## src/design/ipv4hfe_pkg.sv

```systemverilog
//------------------------------------------------------------------------------
// ipv4hfe_pkg
// Types and constants shared by the IPv4 header field extractor.
//------------------------------------------------------------------------------
`default_nettype none

package ipv4hfe_pkg;

	localparam logic [15:0] ETYPE_IPV4 = 16'h0800;
	localparam logic [7:0]  PROTO_ICMP = 8'd1;
	localparam logic [7:0]  PROTO_TCP  = 8'd6;
	localparam logic [7:0]  PROTO_UDP  = 8'd17;

	localparam int OFFSET_W = 6;
	localparam int LEN_W    = OFFSET_W + 1;

	localparam logic [OFFSET_W-1:0] OFFSET_MAX = '1;

	localparam logic [OFFSET_W-1:0] POS_ETYPE_HI = 6'd12;
	localparam logic [OFFSET_W-1:0] POS_ETYPE_LO = 6'd13;
	localparam logic [OFFSET_W-1:0] POS_PROTO    = 6'd23;
	localparam logic [OFFSET_W-1:0] POS_SRC_LO   = 6'd26;
	localparam logic [OFFSET_W-1:0] POS_SRC_HI   = 6'd29;
	localparam logic [OFFSET_W-1:0] POS_DST_LO   = 6'd30;
	localparam logic [OFFSET_W-1:0] POS_DST_HI   = 6'd33;
	localparam logic [OFFSET_W-1:0] POS_L4_LO    = 6'd34;
	localparam logic [OFFSET_W-1:0] POS_L4_HI    = 6'd37;
	localparam logic [OFFSET_W-1:0] POS_TCP_FLAG = 6'd47;

	localparam logic [LEN_W-1:0] MIN_ETH_LEN  = 7'd14;
	localparam logic [LEN_W-1:0] MIN_IP_LEN   = 7'd34;
	localparam logic [LEN_W-1:0] MIN_ICMP_LEN = 7'd42;
	localparam logic [LEN_W-1:0] MIN_UDP_LEN  = 7'd42;
	localparam logic [LEN_W-1:0] MIN_TCP_LEN  = 7'd54;

	localparam int QUEUE_DEPTH = 2;
	localparam int QPTR_W      = (QUEUE_DEPTH > 1) ? $clog2(QUEUE_DEPTH) : 1;
	localparam int QCNT_W      = $clog2(QUEUE_DEPTH + 1);

	typedef struct packed {
		logic [7:0]  data_byte;
		logic        last_byte;
		logic        store_full;
		logic [63:0] time_ns;
	} in_item_t;

	typedef struct packed {
		logic        verdict;
		logic        record_valid;
		logic [63:0] arrival_time;
		logic [7:0]  ip_protocol;
		logic [31:0] source_address;
		logic [31:0] dest_address;
		logic [15:0] source_port;
		logic [15:0] dest_port;
		logic [7:0]  icmp_kind;
		logic [7:0]  icmp_subcode;
		logic [7:0]  tcp_flag_bits;
	} out_item_t;

	typedef struct packed {
		logic [LEN_W-1:0] frame_len;
		logic             no_space;
		logic [63:0]      frame_time;
		logic [15:0]      ether_kind;
		logic [7:0]       proto;
		logic [31:0]      src_addr;
		logic [31:0]      dst_addr;
		logic [31:0]      l4_word;
		logic [7:0]       tcp_flags;
	} frame_sum_t;

	typedef struct packed {
		logic full;
		logic empty;
	} queue_status_t;

endpackage

`default_nettype wire

```

## src/design/ipv4hfe_front.sv

```systemverilog
//------------------------------------------------------------------------------
// ipv4hfe_front
// Byte parser: tracks the frame offset, captures header fields and hands a
// frame summary to the queue on the last byte.
//------------------------------------------------------------------------------
`default_nettype none

module ipv4hfe_front (
	input  wire                      clk,
	input  wire                      arst_n,
	input  wire                      take,
	input  ipv4hfe_pkg::in_item_t    frame_byte,
	output logic                     sum_push,
	output ipv4hfe_pkg::frame_sum_t  sum
);
	import ipv4hfe_pkg::*;

	logic [OFFSET_W-1:0] offset_q;
	logic                no_space_q;
	logic [63:0]         time_q;
	logic [15:0]         ether_q;
	logic [7:0]          proto_q;
	logic [31:0]         src_q;
	logic [31:0]         dst_q;
	logic [31:0]         l4_q;
	logic [7:0]          flags_q;

	logic                first;
	logic                no_space_d;
	logic [63:0]         time_d;
	logic [15:0]         ether_d;
	logic [7:0]          proto_d;
	logic [31:0]         src_d;
	logic [31:0]         dst_d;
	logic [31:0]         l4_d;
	logic [7:0]          flags_d;
	logic [7:0]          b;

	assign first = (offset_q == '0);
	assign b     = frame_byte.data_byte;

	always_comb begin
		no_space_d = first ? frame_byte.store_full : no_space_q;
		time_d     = first ? frame_byte.time_ns : time_q;
		ether_d    = first ? '0 : ether_q;
		proto_d    = first ? '0 : proto_q;
		src_d      = first ? '0 : src_q;
		dst_d      = first ? '0 : dst_q;
		l4_d       = first ? '0 : l4_q;
		flags_d    = first ? '0 : flags_q;
		priority if (offset_q == POS_ETYPE_HI || offset_q == POS_ETYPE_LO) begin
			ether_d = {ether_d[7:0], b};
		end else if (offset_q == POS_PROTO) begin
			proto_d = b;
		end else if (offset_q >= POS_SRC_LO && offset_q <= POS_SRC_HI) begin
			src_d = {src_d[23:0], b};
		end else if (offset_q >= POS_DST_LO && offset_q <= POS_DST_HI) begin
			dst_d = {dst_d[23:0], b};
		end else if (offset_q >= POS_L4_LO && offset_q <= POS_L4_HI) begin
			l4_d = {l4_d[23:0], b};
		end else if (offset_q == POS_TCP_FLAG) begin
			flags_d = b;
		end else begin
			flags_d = flags_d;
		end
	end

	always_ff @(posedge clk or negedge arst_n) begin
		if (!arst_n) begin
			offset_q <= '0;
		end else if (take) begin
			if (frame_byte.last_byte) begin
				offset_q <= '0;
			end else if (offset_q != OFFSET_MAX) begin
				offset_q <= offset_q + 1'b1;
			end
		end
	end

	always_ff @(posedge clk) begin
		if (take) begin
			no_space_q <= no_space_d;
			time_q     <= time_d;
			ether_q    <= ether_d;
			proto_q    <= proto_d;
			src_q      <= src_d;
			dst_q      <= dst_d;
			l4_q       <= l4_d;
			flags_q    <= flags_d;
		end
	end

	assign sum_push       = take && frame_byte.last_byte;
	assign sum.frame_len  = {1'b0, offset_q} + LEN_W'(1);
	assign sum.no_space   = no_space_d;
	assign sum.frame_time = time_d;
	assign sum.ether_kind = ether_d;
	assign sum.proto      = proto_d;
	assign sum.src_addr   = src_d;
	assign sum.dst_addr   = dst_d;
	assign sum.l4_word    = l4_d;
	assign sum.tcp_flags  = flags_d;

endmodule

`default_nettype wire

```

## src/design/ipv4hfe_queue.sv

```systemverilog
//------------------------------------------------------------------------------
// ipv4hfe_queue
// Short queue of frame summaries between the parser and the classifier.
//------------------------------------------------------------------------------
`default_nettype none

module ipv4hfe_queue (
	input  wire                           clk,
	input  wire                           arst_n,
	input  wire                           wr,
	input  ipv4hfe_pkg::frame_sum_t       wr_data,
	input  wire                           rd,
	output ipv4hfe_pkg::frame_sum_t       rd_data,
	output ipv4hfe_pkg::queue_status_t    status
);
	import ipv4hfe_pkg::*;

	localparam logic [QPTR_W-1:0] LAST_SLOT = QPTR_W'(QUEUE_DEPTH - 1);

	frame_sum_t          slot_q [QUEUE_DEPTH];
	logic [QPTR_W-1:0]   wr_ptr_q;
	logic [QPTR_W-1:0]   rd_ptr_q;
	logic [QCNT_W-1:0]   count_q;
	logic                do_wr;
	logic                do_rd;

	assign status.full  = (count_q == QCNT_W'(QUEUE_DEPTH));
	assign status.empty = (count_q == '0);
	assign do_wr        = wr && !status.full;
	assign do_rd        = rd && !status.empty;
	assign rd_data      = slot_q[rd_ptr_q];

	always_ff @(posedge clk or negedge arst_n) begin
		if (!arst_n) begin
			wr_ptr_q <= '0;
			rd_ptr_q <= '0;
			count_q  <= '0;
		end else begin
			if (do_wr) begin
				wr_ptr_q <= (wr_ptr_q == LAST_SLOT) ? '0 : wr_ptr_q + 1'b1;
			end
			if (do_rd) begin
				rd_ptr_q <= (rd_ptr_q == LAST_SLOT) ? '0 : rd_ptr_q + 1'b1;
			end
			if (do_wr && !do_rd) begin
				count_q <= count_q + 1'b1;
			end else if (do_rd && !do_wr) begin
				count_q <= count_q - 1'b1;
			end
		end
	end

	always_ff @(posedge clk) begin
		if (do_wr) begin
			slot_q[wr_ptr_q] <= wr_data;
		end
	end

endmodule

`default_nettype wire

```

## src/design/ipv4hfe_back.sv

```systemverilog
//------------------------------------------------------------------------------
// ipv4hfe_back
// Classifier: turns a frame summary into a verdict and record, held in the
// output register until taken.
//------------------------------------------------------------------------------
`default_nettype none

module ipv4hfe_back (
	input  wire                        clk,
	input  wire                        arst_n,
	input  ipv4hfe_pkg::frame_sum_t    head,
	input  wire                        head_valid,
	output logic                       head_take,
	output logic                       empty,
	input  wire                        pop,
	output ipv4hfe_pkg::out_item_t     result
);
	import ipv4hfe_pkg::*;

	logic      valid_q;
	out_item_t result_q;
	out_item_t res_d;
	logic      is_icmp;
	logic      is_tcp;
	logic      is_udp;
	logic      drop;
	logic      rec;

	assign is_icmp = (head.proto == PROTO_ICMP);
	assign is_tcp  = (head.proto == PROTO_TCP);
	assign is_udp  = (head.proto == PROTO_UDP);

	always_comb begin
		drop = 1'b0;
		rec  = 1'b0;
		priority if (head.no_space) begin
			drop = 1'b1;
		end else if (head.frame_len < MIN_ETH_LEN || head.ether_kind != ETYPE_IPV4) begin
			drop = 1'b0;
		end else if (head.frame_len < MIN_IP_LEN) begin
			drop = 1'b1;
		end else if ((is_icmp && head.frame_len < MIN_ICMP_LEN)
				|| (is_udp && head.frame_len < MIN_UDP_LEN)) begin
			drop = 1'b1;
		end else if (is_tcp && head.frame_len < MIN_TCP_LEN) begin
			drop = 1'b1;
		end else begin
			rec = 1'b1;
		end
	end

	always_comb begin
		res_d         = '0;
		res_d.verdict = drop;
		if (rec) begin
			res_d.record_valid   = 1'b1;
			res_d.arrival_time   = head.frame_time;
			res_d.ip_protocol    = head.proto;
			res_d.source_address = head.src_addr;
			res_d.dest_address   = head.dst_addr;
			if (is_tcp || is_udp) begin
				res_d.source_port = head.l4_word[31:16];
				res_d.dest_port   = head.l4_word[15:0];
			end
			if (is_icmp) begin
				res_d.icmp_kind    = head.l4_word[31:24];
				res_d.icmp_subcode = head.l4_word[23:16];
			end
			if (is_tcp) begin
				res_d.tcp_flag_bits = {head.tcp_flags[0], head.tcp_flags[1],
					head.tcp_flags[2], head.tcp_flags[3], head.tcp_flags[4],
					head.tcp_flags[5], 2'b00};
			end
		end
	end

	assign head_take = head_valid && (!valid_q || pop);
	assign empty     = !valid_q;
	assign result    = result_q;

	always_ff @(posedge clk or negedge arst_n) begin
		if (!arst_n) begin
			valid_q <= 1'b0;
		end else if (head_take) begin
			valid_q <= 1'b1;
		end else if (pop) begin
			valid_q <= 1'b0;
		end
	end

	always_ff @(posedge clk) begin
		if (head_take) begin
			result_q <= res_d;
		end
	end

endmodule

`default_nettype wire

```

## src/design/ipv4_header_field_extractor.sv

```systemverilog
//------------------------------------------------------------------------------
// ipv4_header_field_extractor
// Parses Ethernet/IPv4 frames byte by byte and gives one verdict and record
// per frame.
//------------------------------------------------------------------------------
// Usage:
//   Input channel: drive frame_byte and raise push; a byte is taken on a
//   clock edge with push high and full low. One byte per cycle is sustained while full is low.
//   The byte flagged last_byte closes the frame; store_full and time_ns are
//   sampled on the first byte of each frame.
//   Result channel: while empty is low, result holds the oldest verdict and
//   record; raise pop to take it. One result per frame: its summary is written
//   into the queue, then registered into the output register once that is free.
//   A two-entry summary queue and the output register decouple the sides.
//   When the receiver stalls, summaries collect in the queue; once it and
//   the output register are occupied, full rises and bytes are held off.
//   Reset clears the byte offset, queue and output valid; the first byte
//   after reset starts a new frame.
//------------------------------------------------------------------------------
`default_nettype none

module ipv4_header_field_extractor (
	input  wire                       clk,
	input  wire                       arst_n,
	input  wire                       push,
	output logic                      full,
	input  ipv4hfe_pkg::in_item_t     frame_byte,
	output logic                      empty,
	input  wire                       pop,
	output ipv4hfe_pkg::out_item_t    result
);
	import ipv4hfe_pkg::*;

	logic          take;
	logic          sum_push;
	frame_sum_t    sum;
	frame_sum_t    head;
	queue_status_t q_status;
	logic          head_take;

	assign full = q_status.full;
	assign take = push && !q_status.full;

	ipv4hfe_front u_front (
		.clk        (clk),
		.arst_n     (arst_n),
		.take       (take),
		.frame_byte (frame_byte),
		.sum_push   (sum_push),
		.sum        (sum)
	);

	ipv4hfe_queue u_queue (
		.clk     (clk),
		.arst_n  (arst_n),
		.wr      (sum_push),
		.wr_data (sum),
		.rd      (head_take),
		.rd_data (head),
		.status  (q_status)
	);

	ipv4hfe_back u_back (
		.clk        (clk),
		.arst_n     (arst_n),
		.head       (head),
		.head_valid (!q_status.empty),
		.head_take  (head_take),
		.empty      (empty),
		.pop        (pop),
		.result     (result)
	);

endmodule

`default_nettype wire
```

## config.mk

```make
export PLATFORM = sky130hd
export DESIGN_NAME = ipv4_header_field_extractor
export DESIGN_NICKNAME = d
export VERILOG_FILES = /design/src/design/ipv4hfe_pkg.sv /design/src/design/ipv4hfe_front.sv /design/src/design/ipv4hfe_queue.sv /design/src/design/ipv4hfe_back.sv /design/src/design/ipv4_header_field_extractor.sv
export SDC_FILE = /design/constraint.sdc
export NUM_CORES = 1
export LEC_CHECK = 0
export ABC_AREA = 1
export BUFFER_PORTS_ARGS = -buffer_cell sky130_fd_sc_hd__clkbuf_2
export CORE_MARGIN = 1.5
export CORE_UTILIZATION = 25
export CTS_CLUSTER_DIAMETER = 200
export DETAILED_ROUTE_END_ITERATION = 7
export GPL_TIMING_DRIVEN = 0
export SETUP_SLACK_MARGIN = 0.02
export SYNTH_ARGS = -nofsm -noshare
export SYNTH_HDL_FRONTEND = slang
export SYNTH_SLANG_ARGS = --single-unit
```

## constraint.sdc

```tcl
create_clock -name clk -period 11.3 [get_ports clk]
set_input_delay 0 -clock clk [delete_from_list [all_inputs] [get_ports clk]]
set_output_delay 0 -clock clk [all_outputs]
set_load 0.005 [all_outputs]
```

Word level (Yosys, flattened, before mapping)
Memory sizes are Yosys's and may differ from the RTL's. Cells that the tools add are included.

Register bits after elaboration: 398. Memory bits (writable): 400. Bits of input ports: 78. Output and inout port bits: 196. Logic and storage cells: 136. Memories: 1.

$add $sub $neg: 6. $lt $le $gt $ge: 10. Equal/unequal tests: 10. Multiplexer cells: 52. Reductions and logical operators: 32.

Memories: u_queue.slot_q (words 2, width 200, rd ports 1, clocked after Yosys merged registers in 0, wr ports 1, RTL line ipv4hfe_queue.sv:20) `frame_sum_t slot_q [QUEUE_DEPTH];`.

Operators with widths (count): $mux W32 (16); $mux W193 (1); $mux W8 (11); $mux W64 (1); $mux W16 (3); $lt A7 B6 Y1 const B (3); $mux W1 (16); $ne A16 B12 Y1 const B (1); $logic_and A1 B1 Y1 (13); $eq A6 B4 Y1 const B (2); $ge A6 B5 Y1 const B (2); $le A6 B6 Y1 const B (2); $mux W6 (2); $eq A8 B1 Y1 const B (1); $eq A8 B3 Y1 const B (1); $eq A8 B5 Y1 const B (1); $reduce_and A2 Y1 (4); $add A6 B1 Y7 const B (1); $lt A7 B4 Y1 const B (1); $add A6 B1 Y6 const B (1); $eq A6 B5 Y1 const B (1); $eq A6 B6 Y1 const B (1); $ge A6 B6 Y1 const B (1); $le A6 B5 Y1 const B (1); 11 further kinds (23).

Logic depth before layout (Yosys ltp)
Gate-level depths: netlist of the first run.

Word-level depth: 9. Gate-level depth with buffers: 15. Mapped depth without buffers: 12.

By module
From an unflattened synthesis of the first run, not the netlist that was laid out.

Cell total of the unflattened synthesis: 2752. Area total of the unflattened synthesis: 32869.0 sq um.

By module, submodules not included: ipv4hfe_queue (times used 1, cells each 1076, area each 14710.4 sq um, sequential area each 12111.6 sq um); ipv4hfe_front (times used 1, cells each 1026, area each 9532.9 sq um, sequential area each 5945.7 sq um); ipv4hfe_back (times used 1, cells each 647, area each 8612.0 sq um, sequential area each 5790.6 sq um); ipv4_header_field_extractor (times used 1, cells each 3, area each 13.8 sq um, sequential area each 0.0 sq um).

Worst setup path before layout of the first run
OpenSTA, ideal clock, no wires.

Path kind: reg2reg. Start: register u_back.valid_q. End: register u_queue.count_q[1]. Setup time: 0.131 ns. Data arrival time: 11.308 ns. Data required time: 11.169 ns. Setup slack: -0.139 ns. Stages on the path, launching flop included: 9. Clock period less this slack: 11.439 ns. Cell sequence: dfrtp_1 > inv_1 > nor2_1 > a21oi_1 > inv_1 > ha_1 > a21oi_1 > o21ai_0 > xor2_1.

Word-level cells in the longest chain between the ends: 7. Elaborated cells between the ends (all ways): 9.

RTL lines: from (decl) (RTL line ipv4hfe_back.sv:20) `logic valid_q;`; from (signal assigned) (RTL line ipv4hfe_back.sv:83) `valid_q <= 1'b0;`; from (signal assigned) (RTL line ipv4hfe_back.sv:85) `valid_q <= 1'b1;`; from (signal assigned) (RTL line ipv4hfe_back.sv:87) `valid_q <= 1'b0;`; $logic_not A1 Y1 (*); net empty (RTL line ipv4_header_field_extractor.sv:28) `output logic empty,`; $logic_or A1 B1 Y1 (*) (RTL line ipv4hfe_back.sv:77) `assign head_take = head_valid && (!valid_q || pop);`; $logic_and A1 B1 Y1 (*) (RTL line ipv4hfe_back.sv:77); net head_take (RTL line ipv4_header_field_extractor.sv:39) `logic head_take;`; $logic_and A1 B1 Y1 (*) (RTL line ipv4hfe_queue.sv:30) `assign do_rd = rd && !status.empty;`; $logic_not A1 Y1 (RTL line ipv4hfe_queue.sv:45) `if (do_wr && !do_rd) begin`; $logic_and A1 B1 Y1 (RTL line ipv4hfe_queue.sv:45); $mux W2 or $reduce_bool A2 Y1 (tied branches); to (signal assigned) (RTL line ipv4hfe_queue.sv:46) `count_q <= count_q + 1'b1;`; to (signal assigned) (RTL line ipv4hfe_queue.sv:48) `count_q <= count_q - 1'b1;`; to (decl) (RTL line ipv4hfe_queue.sv:23) `logic [QCNT_W-1:0] count_q;`.

Mark *: on every way through the listed nets, which the timed path passes. The rest lies on a longest branch. A chain may end at the register's enable or synchronous reset.

==> results of run 1 <==
## registers in the layout, indices dropped and copies added, names as in the netlist
name / count
u_front.offset_q: 6
u_front.ether_q: 16
u_queue.count_q: 2
u_front.l4_q: 32
u_back.valid_q: 1
u_queue.rd_ptr_q: 1
u_front.time_q: 64
u_front.no_space_q: 1
u_front.dst_q: 32
u_queue.slot_q: 394
u_back.result: 192
u_queue.wr_ptr_q: 1
u_front.src_q: 32
u_front.proto_q: 8
u_front.flags_q: 6
## metal layers
metal  track usage  share of wire  up-vias
li1              -              -     8250
met1         0.158           0.44     8759
met2         0.193           0.48      462
met3        0.0236          0.055      117
met4        0.0440          0.028        0
met5             0              0        -
## stage by stage
stage / util / hold WS (ns) / std cells / cell area, um2 / worst slack, ns
after global placement: 0.280 / -0.0626 / 3905 / 33600 / -5.06
final: 0.315 / 0.0516 / 4161 / 37700 / 7.70
after detailed placement: 0.286 / -0.0545 / 3931 / 34200 / 7.60
after CTS: 0.315 / 0.0162 / 4161 / 37700 / 7.58
after global routing: 0.315 / 0.0419 / 4161 / 37700 / 7.46
after floorplan: - / -0.296 / 2022 / 30200 / 1.53
## cell families after synthesis
| family | share of synthesized area |
|---|---|
| flip-flops | 0.781 |
| other | 0.000124 |
| adder cells (fa/ha/maj) | 0.00207 |
| AND/OR/NAND/NOR | 0.0895 |
| AO/OA/AOI/OAI | 0.0612 |
| multiplexers | 0.0368 |
| XOR/XNOR | 0.00203 |
| buffers and inverters | 0.0268 |
## worst paths after layout
| kind | end | from | cells after the start | slack, ns |
|---|---|---|---|---|
| setup / recovery | u_queue.slot_q[0][90] | u_front.offset_q[1] | 7 | 7.70 |
| setup reg to reg | u_queue.slot_q[0][90] | u_front.offset_q[1] | 7 | 7.70 |
| hold / removal | u_queue.slot_q[0][118] | frame_byte[72] | 3 | 0.05 |
| max in group asynchronous | u_queue.count_q[1] | arst_n | 3 | 10.35 |
| hold reg to reg | u_queue.count_q[0] | u_queue.count_q[0] | 1 | 0.52 |
| min in group asynchronous | u_front.offset_q[5] | arst_n | 3 | 0.50 |
## worst min-delay path, stage by stage
cell and delay, ns:
clkbuf_2 0.26, nor2_1 0.18, a21oi_1 0.08
## final cells by class
class,instances,share of cell area
Clock inverter,51,0.0134
Clock buffer,103,0.0595
Multi-Input combinational cell,1062,0.154
Inverter,65,0.00673
Buffer,107,0.0149
Sequential cell,788,0.626
Timing Repair Buffer,373,0.0721
Tap cell,1612,0.0534
## where the power goes
| part | switching, uW | internal (uW) | total [uW] |
|---|---|---|---|
| logic | 1780 | 812 | 2590 |
| clock network | 1190 | 1550 | 2740 |
| registers | 233 | 4470 | 4700 |
| total | 3200 | 6830 | 10000 |
## placed cells by master (no fill, tap or decap), drive strengths merged, types with 2 or more instances in the layout
cell type and count:
a21oi 145, buf 64, bufinv 5, clkbuf 443
clkinv 33, clkinvlp 5, conb 2, dfrtp 11
dlygate4sd3 76, edfxtp 777, ha 5, inv 73
mux2 65, mux2i 38, nand2 443, nand3 100
nand4 5, nor2 114, nor3 4, o21ai 122
o22ai 3, or2 2, xor2 6
==> flow_summary.toml, run 1 <==
[worst_setup_path]
arrival_ns = 3.99
required_ns = 11.68
cp-start-kind = "flop"
max_stage_delay_ns = 0.67
path_common_cell = "clkbuf_1"
timing.critical_path.buf_inv = 3
crit_fanout = 10
crit_chain = "inv_1 -> ha_1 -> nand3_1 -> clkbuf_1 -> clkbuf_1 -> nand2_1 -> o21ai_0"
crit_family = "buffers and inverters"
cpMaxStageDelayCell = "clkbuf_1"
crit_path_end_kind = "flop"
crit_type = "reg -> reg"

[pwr]
total_power_uw = 10000
power_density_nw_per_um2 = 266
peakVddDrop_mv = 0.130
p_leak_uw = 0.0135

[timing]
tns_ns = 0
skew_ns = 0.0297
tightest_slew_ns = 1.22
finalSetupViolCount = 0
relSlewSlack = 0.176
finalMaxSlewViolations = 0
hold_viol = 0
rsz0062_at_grt = "no"
fmax_mhz = 278
period_share = 0.319
min_period_ns = 3.60

[run]
drv_cap = 0

[finish]
multiInputGateArea_um2 = 5820
fin_nets = 2566
fillers = 11857
area_growth_syn_to_layout_pct = 24.9
drive_gt1_frac = 0.259
seq_area_um2 = 23600
n_antenna_cell = 0

[drt]
drc = 0
via_count = 17588
routed_wl_um = 75500
drtPass1Iterations = 7
drt_iter0_markers = 1427
ant_nets = 0
via_per_inst = 4.23
wl_per_cell_um = 18.1

[clock_network]
insertion_delay_ns = 0.67
cts_inserted_buffers = 86
cts_tree = "yes"
htree_levels = 3
cts_sinks = 788
ctsHoldBuffers = 76
clk_pin_slew_worst_paths_ns = 0.06
postCtsSetupBuffers = 0
cts_buffer_depth = 3
cts-root-buf = "clkbuf_16"
cts_resized = 0

[logic_synthesis]
synth_area_leaders = "edfxtp_1 (77%), nand2_1 (5.5%), a21oi_2 (3.5%)"
synth_top_cell_area_share = 0.772
async_flop_share = 0.0140
ys_seq_elements = 788
ys_seq_area_frac = 0.781
synthMostInstantiatedCell = "edfxtp_1"
syn_inst = 2021
synth_edf_count = 777
synth_common_cells = "edfxtp_1 (777), nand2_1 (439), a21oi_2 (121), o21ai_0 (116), nor2_1 (112)"
ys_types = 39
synth_area_um2 = 30200
yosys.area.top_type = "edfxtp_1"
yosys_warnings = 0
avgSynthCellArea_um2 = 14.9
synth_flop_cell = "edfxtp_1"

[floorplanning]
die_w_um = 351
core-area_um2 = 120000
io_pins = 274
initial_core_util = 0.252
rows = 127
dieArea_um2 = 123000
die_h_um = 351

[hold_path]
hp-class = "in -> reg"

[global_route]
grt_pass1_vias = 17150
grt_pass1_wl_um = 109000
grtUsageTotal = 0.119
antenna_found_initial = 0
grt_max_degree = 101
globalRoute.totalOverflow = 0

[placed_design]
dp_hpwl_um = 51200
io_buffers = 271
gp_congestion = 0.807

[run_status]
status = "complete, no violations"
(Power assumes the default switching activity.)
==> inputs of run 2 (changes only) <==
==> constraint.sdc (replaced) <==
create_clock -name clk -period 3.4 [get_ports clk]
set_input_delay 0 -clock clk [delete_from_list [all_inputs] [get_ports clk]]
set_output_delay 0 -clock clk [all_outputs]
set_load 0.005 [all_outputs]
==> flow_summary.toml, run 2 (synthesis results as in run 1) <==
[run_status]
status = "complete, no violations"

[hold_path]
hp-class = "in -> reg"

[clock_network]
postCtsSetupBuffers = 0
insertion_delay_ns = 0.69
clk_pin_slew_worst_paths_ns = 0.06
cts-root-buf = "clkbuf_16"
htree_levels = 3
cts_inserted_buffers = 86
cts_buffer_depth = 3
cts_tree = "yes"
cts_sinks = 788

[timing]
rsz0062_at_grt = "no"
relSlewSlack = 0.340
hold_viol = 0
fmax_mhz = 338
skew_ns = 0.0538
finalSetupViolCount = 0
min_period_ns = 2.96
tightest_slew_ns = 0.979
period_share = 0.870
finalMaxSlewViolations = 0

[global_route]
globalRoute.totalOverflow = 0
antenna_found_initial = 2
grt_pass1_vias = 17111
grtUsageTotal = 0.120
grt_max_degree = 42
grt_pass1_wl_um = 109000

[pwr]
seqPwrFrac = 0.466
power_density_nw_per_um2 = 885
peakVddDrop_mv = 0.414
p_int_uw = 22800
p_switching_uw = 10600
clkPwrFrac = 0.276
p_leak_uw = 0.0136
power.share.combinational = 0.258
sw_frac_of_total = 0.318

[drt]
drt_iter0_markers = 1365
wl_per_cell_um = 18.2
ant_nets = 0
via_per_inst = 4.21
drtPass1Iterations = 5
drc = 0
routed_wl_um = 75800
via_count = 17579

[worst_setup_path]
crit_path_end_kind = "flop"
crit_chain = "inv_1 -> ha_1 -> nand3_2 -> clkbuf_2 -> clkbuf_1 -> nand2_1 -> o21ai_0"
arrival_ns = 3.37
crit_fanout = 10
required_ns = 3.81
crit_type = "reg -> reg"
cp-start-kind = "flop"
max_stage_delay_ns = 0.51
cpMaxStageDelayCell = "o21ai_0"

[finish]
drive_gt1_frac = 0.262
final_cells = 4171
final_cell_mix = "edfxtp_1 (777), nand2_1 (439), clkbuf_2 (276)"
fillers = 11825
fin_nets = 2571
regMostFlops = "u_queue.slot_q"
post-route-util = 0.315
largest_reg_flops = 394
layout_commonest_cell = "edfxtp_1"
area_growth_syn_to_layout_pct = 25.1

[placed_design]
io_buffers = 271
dp.cells = 3933
gp_congestion = 0.802
dp_hpwl_um = 51400

[floorplanning]
initial_core_util = 0.252
die_w_um = 351
die_h_um = 351
rows = 127
dieArea_um2 = 123000
core-area_um2 = 120000
io_pins = 274

[run]
drv_cap = 0
## run 2: cell count changes in the layout (fill, tap and decap cells not counted), moves of 2 or more
cell	change
buf_16	-6
dlygate4sd3_1	+2
inv_2	+3
clkinvlp_4	-2
inv_1	-3
buf_12	+8
bufinv_16	+2
inv_16	-2
clkinv_2	-2
clkbuf_2	+5
clkinv_1	+2
## run 2: power groups by stage
| stage | registers, uW | logic [uW] | clock network [uW] |
|---|---|---|---|
| after CTS | 15600 | 8800 | 9490 |
| after global placement | 15800 | 7560 | 0 |
| after global routing | 15800 | 9460 | 9810 |
| final | 15600 | 8620 | 9240 |
| after detailed placement | 15800 | 8680 | 0 |
| after floorplan | 16000 | 4560 | 0 |
## run 2: path summary, 6_finish.rpt
kind | startpoint | cells after the start | end | slack [ns]
hold reg to reg | u_queue.wr_ptr_q | 1 | u_queue.wr_ptr_q | 0.54
setup / recovery | u_front.offset_q[0] | 7 | u_queue.slot_q[0][24] | 0.44
setup reg to reg | u_front.offset_q[0] | 7 | u_queue.slot_q[0][24] | 0.44
min in group asynchronous | arst_n | 3 | u_back.valid_q | 0.44
hold / removal | push | 4 | u_queue.wr_ptr_q | 0.12
max in group asynchronous | arst_n | 3 | u_front.offset_q[1] | 2.51
## run 2: worst max-delay path: cells and delay by family, from the launching register on
family / cells / cell delay [ns]
adders and majority gates: 1 / 0.27
and+or+nand+nor: 2 / 0.45
DFF: 1 / 0.42
buffers and inverters: 3 / 1.03
AOI/OAI and AO/OA: 1 / 0.51
## run 2: per-layer routing
layer | vias to the layer above | global-route usage | wire [um]
met3 | 105 | 0.0285 | 4420
met2 | 468 | 0.193 | 36100
li1 | 8253 | - | -
met1 | 8753 | 0.158 | 33100
met5 | - | 0 | 0
met4 | 0 | 0.0443 | 2200
## run 2: timing repair
| action | in CTS | in global routing |
|---|---|---|
| hold buffers | 78 | 0 |
| endpoints found under the hold margin | 322 | 0 |
| gates resized for setup | 5 | 4 |
| gates cloned | 1 | 0 |
| endpoints found under the setup margin | 242 | 55 |
## run 2: area by class of cell
cell class / instances / area (um2) / area share
flip-flops and latches: 788 / 23600 / 0.625
multi-input cells: 1062 / 5830 / 0.154
repair buffers: 377 / 2740 / 0.0724
clock buffers: 108 / 2240 / 0.0594
well taps: 1612 / 2020 / 0.0534
plain buffers: 107 / 568 / 0.0150
clock inverters: 50 / 529 / 0.0140
inverters: 65 / 250 / 0.00662
repair inverters: 1 / 5.00 / 0.000132
diodes: 1 / 2.50 / 0.0000662
## run 2: per-stage QoR
stage / area [um2] / hold slack (ns) / total power, uW / worst slack (ns) / TNS, ns
final: 37800 / 0.119 / 33500 / 0.442 / 0
after global placement: 33600 / -0.0654 / 23400 / -3.69 / -2660.76
after floorplan: 30200 / -0.296 / 20500 / -1.34 / -654.07
after global routing: 37800 / 0.122 / 35100 / 0.248 / 0
after CTS: 37800 / 0.0624 / 33900 / 0.0780 / 0
after detailed placement: 34200 / -0.0588 / 24500 / -0.385 / -23.14
==> inputs of run 3 (changes only) <==
--- a/config.mk
+++ b/config.mk
@@ -12,7 +12,9 @@
 export CTS_CLUSTER_DIAMETER = 200
 export DETAILED_ROUTE_END_ITERATION = 7
 export GPL_TIMING_DRIVEN = 0
+export PLACE_DENSITY = 0.45
 export SETUP_SLACK_MARGIN = 0.02
+export SKIP_LAST_GASP = 1
 export SYNTH_ARGS = -nofsm -noshare
 export SYNTH_HDL_FRONTEND = slang
 export SYNTH_SLANG_ARGS = --single-unit
==> flow_summary.toml, run 3 (synthesis results as in run 1) <==
[timing]
hold_viol = 0
tightest_slew_ns = 1.00
relSlewSlack = 0.333
skew_ns = 0.0347
min_period_ns = 3.12
finalSetupViolCount = 0
hold_slack_ns = 0.0718
rsz0062_at_grt = "no"
period_share = 0.918
finalMaxSlewViolations = 0
fmax_mhz = 320

[floorplanning]
die_h_um = 351
rows = 127
initial_core_util = 0.252
io_pins = 274
die_w_um = 351
core-area_um2 = 120000
dieArea_um2 = 123000

[finish]
layout_commonest_cell = "edfxtp_1"
area_growth_syn_to_layout_pct = 25.9
fin_nets = 2579
final_cell_mix = "edfxtp_1 (777), nand2_1 (439), clkbuf_2 (276)"
fin_area_um2 = 38000
drive_gt1_frac = 0.267
regMostFlops = "u_queue.slot_q"
largest_reg_flops = 394

[hold_path]
hp-class = "in -> reg"

[drt]
drt_iter0_markers = 1254
drtPass1Iterations = 5
ant_nets = 0
via_count = 17667
drc = 0
via_per_inst = 4.22
wl_per_cell_um = 19.1
routed_wl_um = 79900

[placed_design]
dp_hpwl_um = 54900
placed_area_um2 = 34300
io_buffers = 271
gp_congestion = 0.778

[clock_network]
cts_buffer_depth = 3
clk_pin_slew_worst_paths_ns = 0.06
cts_sinks = 788
cts-root-buf = "clkbuf_16"
htree_levels = 3
insertion_delay_ns = 0.68
cts_inserted_buffers = 91
cts_tree = "yes"

[global_route]
globalRoute.totalOverflow = 0
antenna_found_initial = 2
grtUsageTotal = 0.128
grt_max_degree = 40
grt_pass1_vias = 18001
grt_pass1_wl_um = 117000

[worst_setup_path]
crit_type = "reg -> reg"
cp-start-kind = "flop"
crit_path_end_kind = "flop"
crit_fanout = 10
arrival_ns = 3.51
required_ns = 3.78

[pwr]
power_density_nw_per_um2 = 897
p_leak_uw = 0.0137
peakVddDrop_mv = 0.382

[run]
drv_cap = 0

[run_status]
status = "complete, no violations"
## run 3: layer usage
metal,global-route usage,up-vias,share of wire
met1,0.168,8817,0.44
met3,0.0259,121,0.054
met2,0.214,449,0.48
met4,0.0384,2,0.022
li1,-,8278,-
met5,0,-,0.00015
## run 3: final timing paths
path / from / endpoint / slack, ns / cells past startpoint
worst max-delay path: u_front.offset_q[1] / u_queue.slot_q[1][25] / 0.28 / 7
worst min-delay path: pop / u_back.valid_q / 0.07 / 3
worst max register to register: u_front.offset_q[1] / u_queue.slot_q[1][25] / 0.28 / 7
worst min register to register: u_queue.count_q[0] / u_queue.count_q[0] / 0.54 / 1
max in group asynchronous: arst_n / u_front.offset_q[1] / 2.47 / 3
min in group asynchronous: arst_n / u_queue.count_q[1] / 0.48 / 3
## run 3: final cells by class
cell class                      instances  area, um2
Timing Repair Buffer                  381       2800
Tap cell                             1612       2020
Inverter                               65        250
Sequential cell                       788      23600
Clock buffer                          104       2350
Clock inverter                         63        607
Antenna cell                            1       2.50
Multi-Input combinational cell       1062       5830
Fill cell                           11942      81800
Buffer                                107        568
## run 3: what timing repair did
item / in CTS / in global routing
hold buffers: 77 / 0
setup buffers: 0 / 2
gates resized for setup: 4 / 3
endpoints found under the hold margin: 302 / 0
pin swaps: 0 / 1
endpoints found under the setup margin: 345 / 42
cloned: 0 / 0
## run 3: where the power goes
part	internal, uW	switching, uW
Clock	5600	4070
Sequential	14800	784
Combinational	2750	6070
## run 3: critical path, stage by stage (launching register included)
cell and delay (ns):
dfrtp_1 0.44, inv_1 0.14, ha_1 0.27, nand3_2 0.39
clkbuf_2 0.43, clkbuf_1 0.49, nand2_1 0.13, o21ai_0 0.54
## run 3: through the flow
step	utilization	cells	setup WS, ns	total power, uW	setup TNS [ns]
final	0.317	4183	0.278	34100	0
after global routing	0.317	4182	0.0763	36000	0
after CTS	0.317	4180	0.0676	34800	0
after detailed placement	0.286	3936	-0.586	24800	-71.23
after global placement	0.281	3905	-3.74	23700	-2719.50
after floorplan	-	2022	-1.34	20500	-654.07
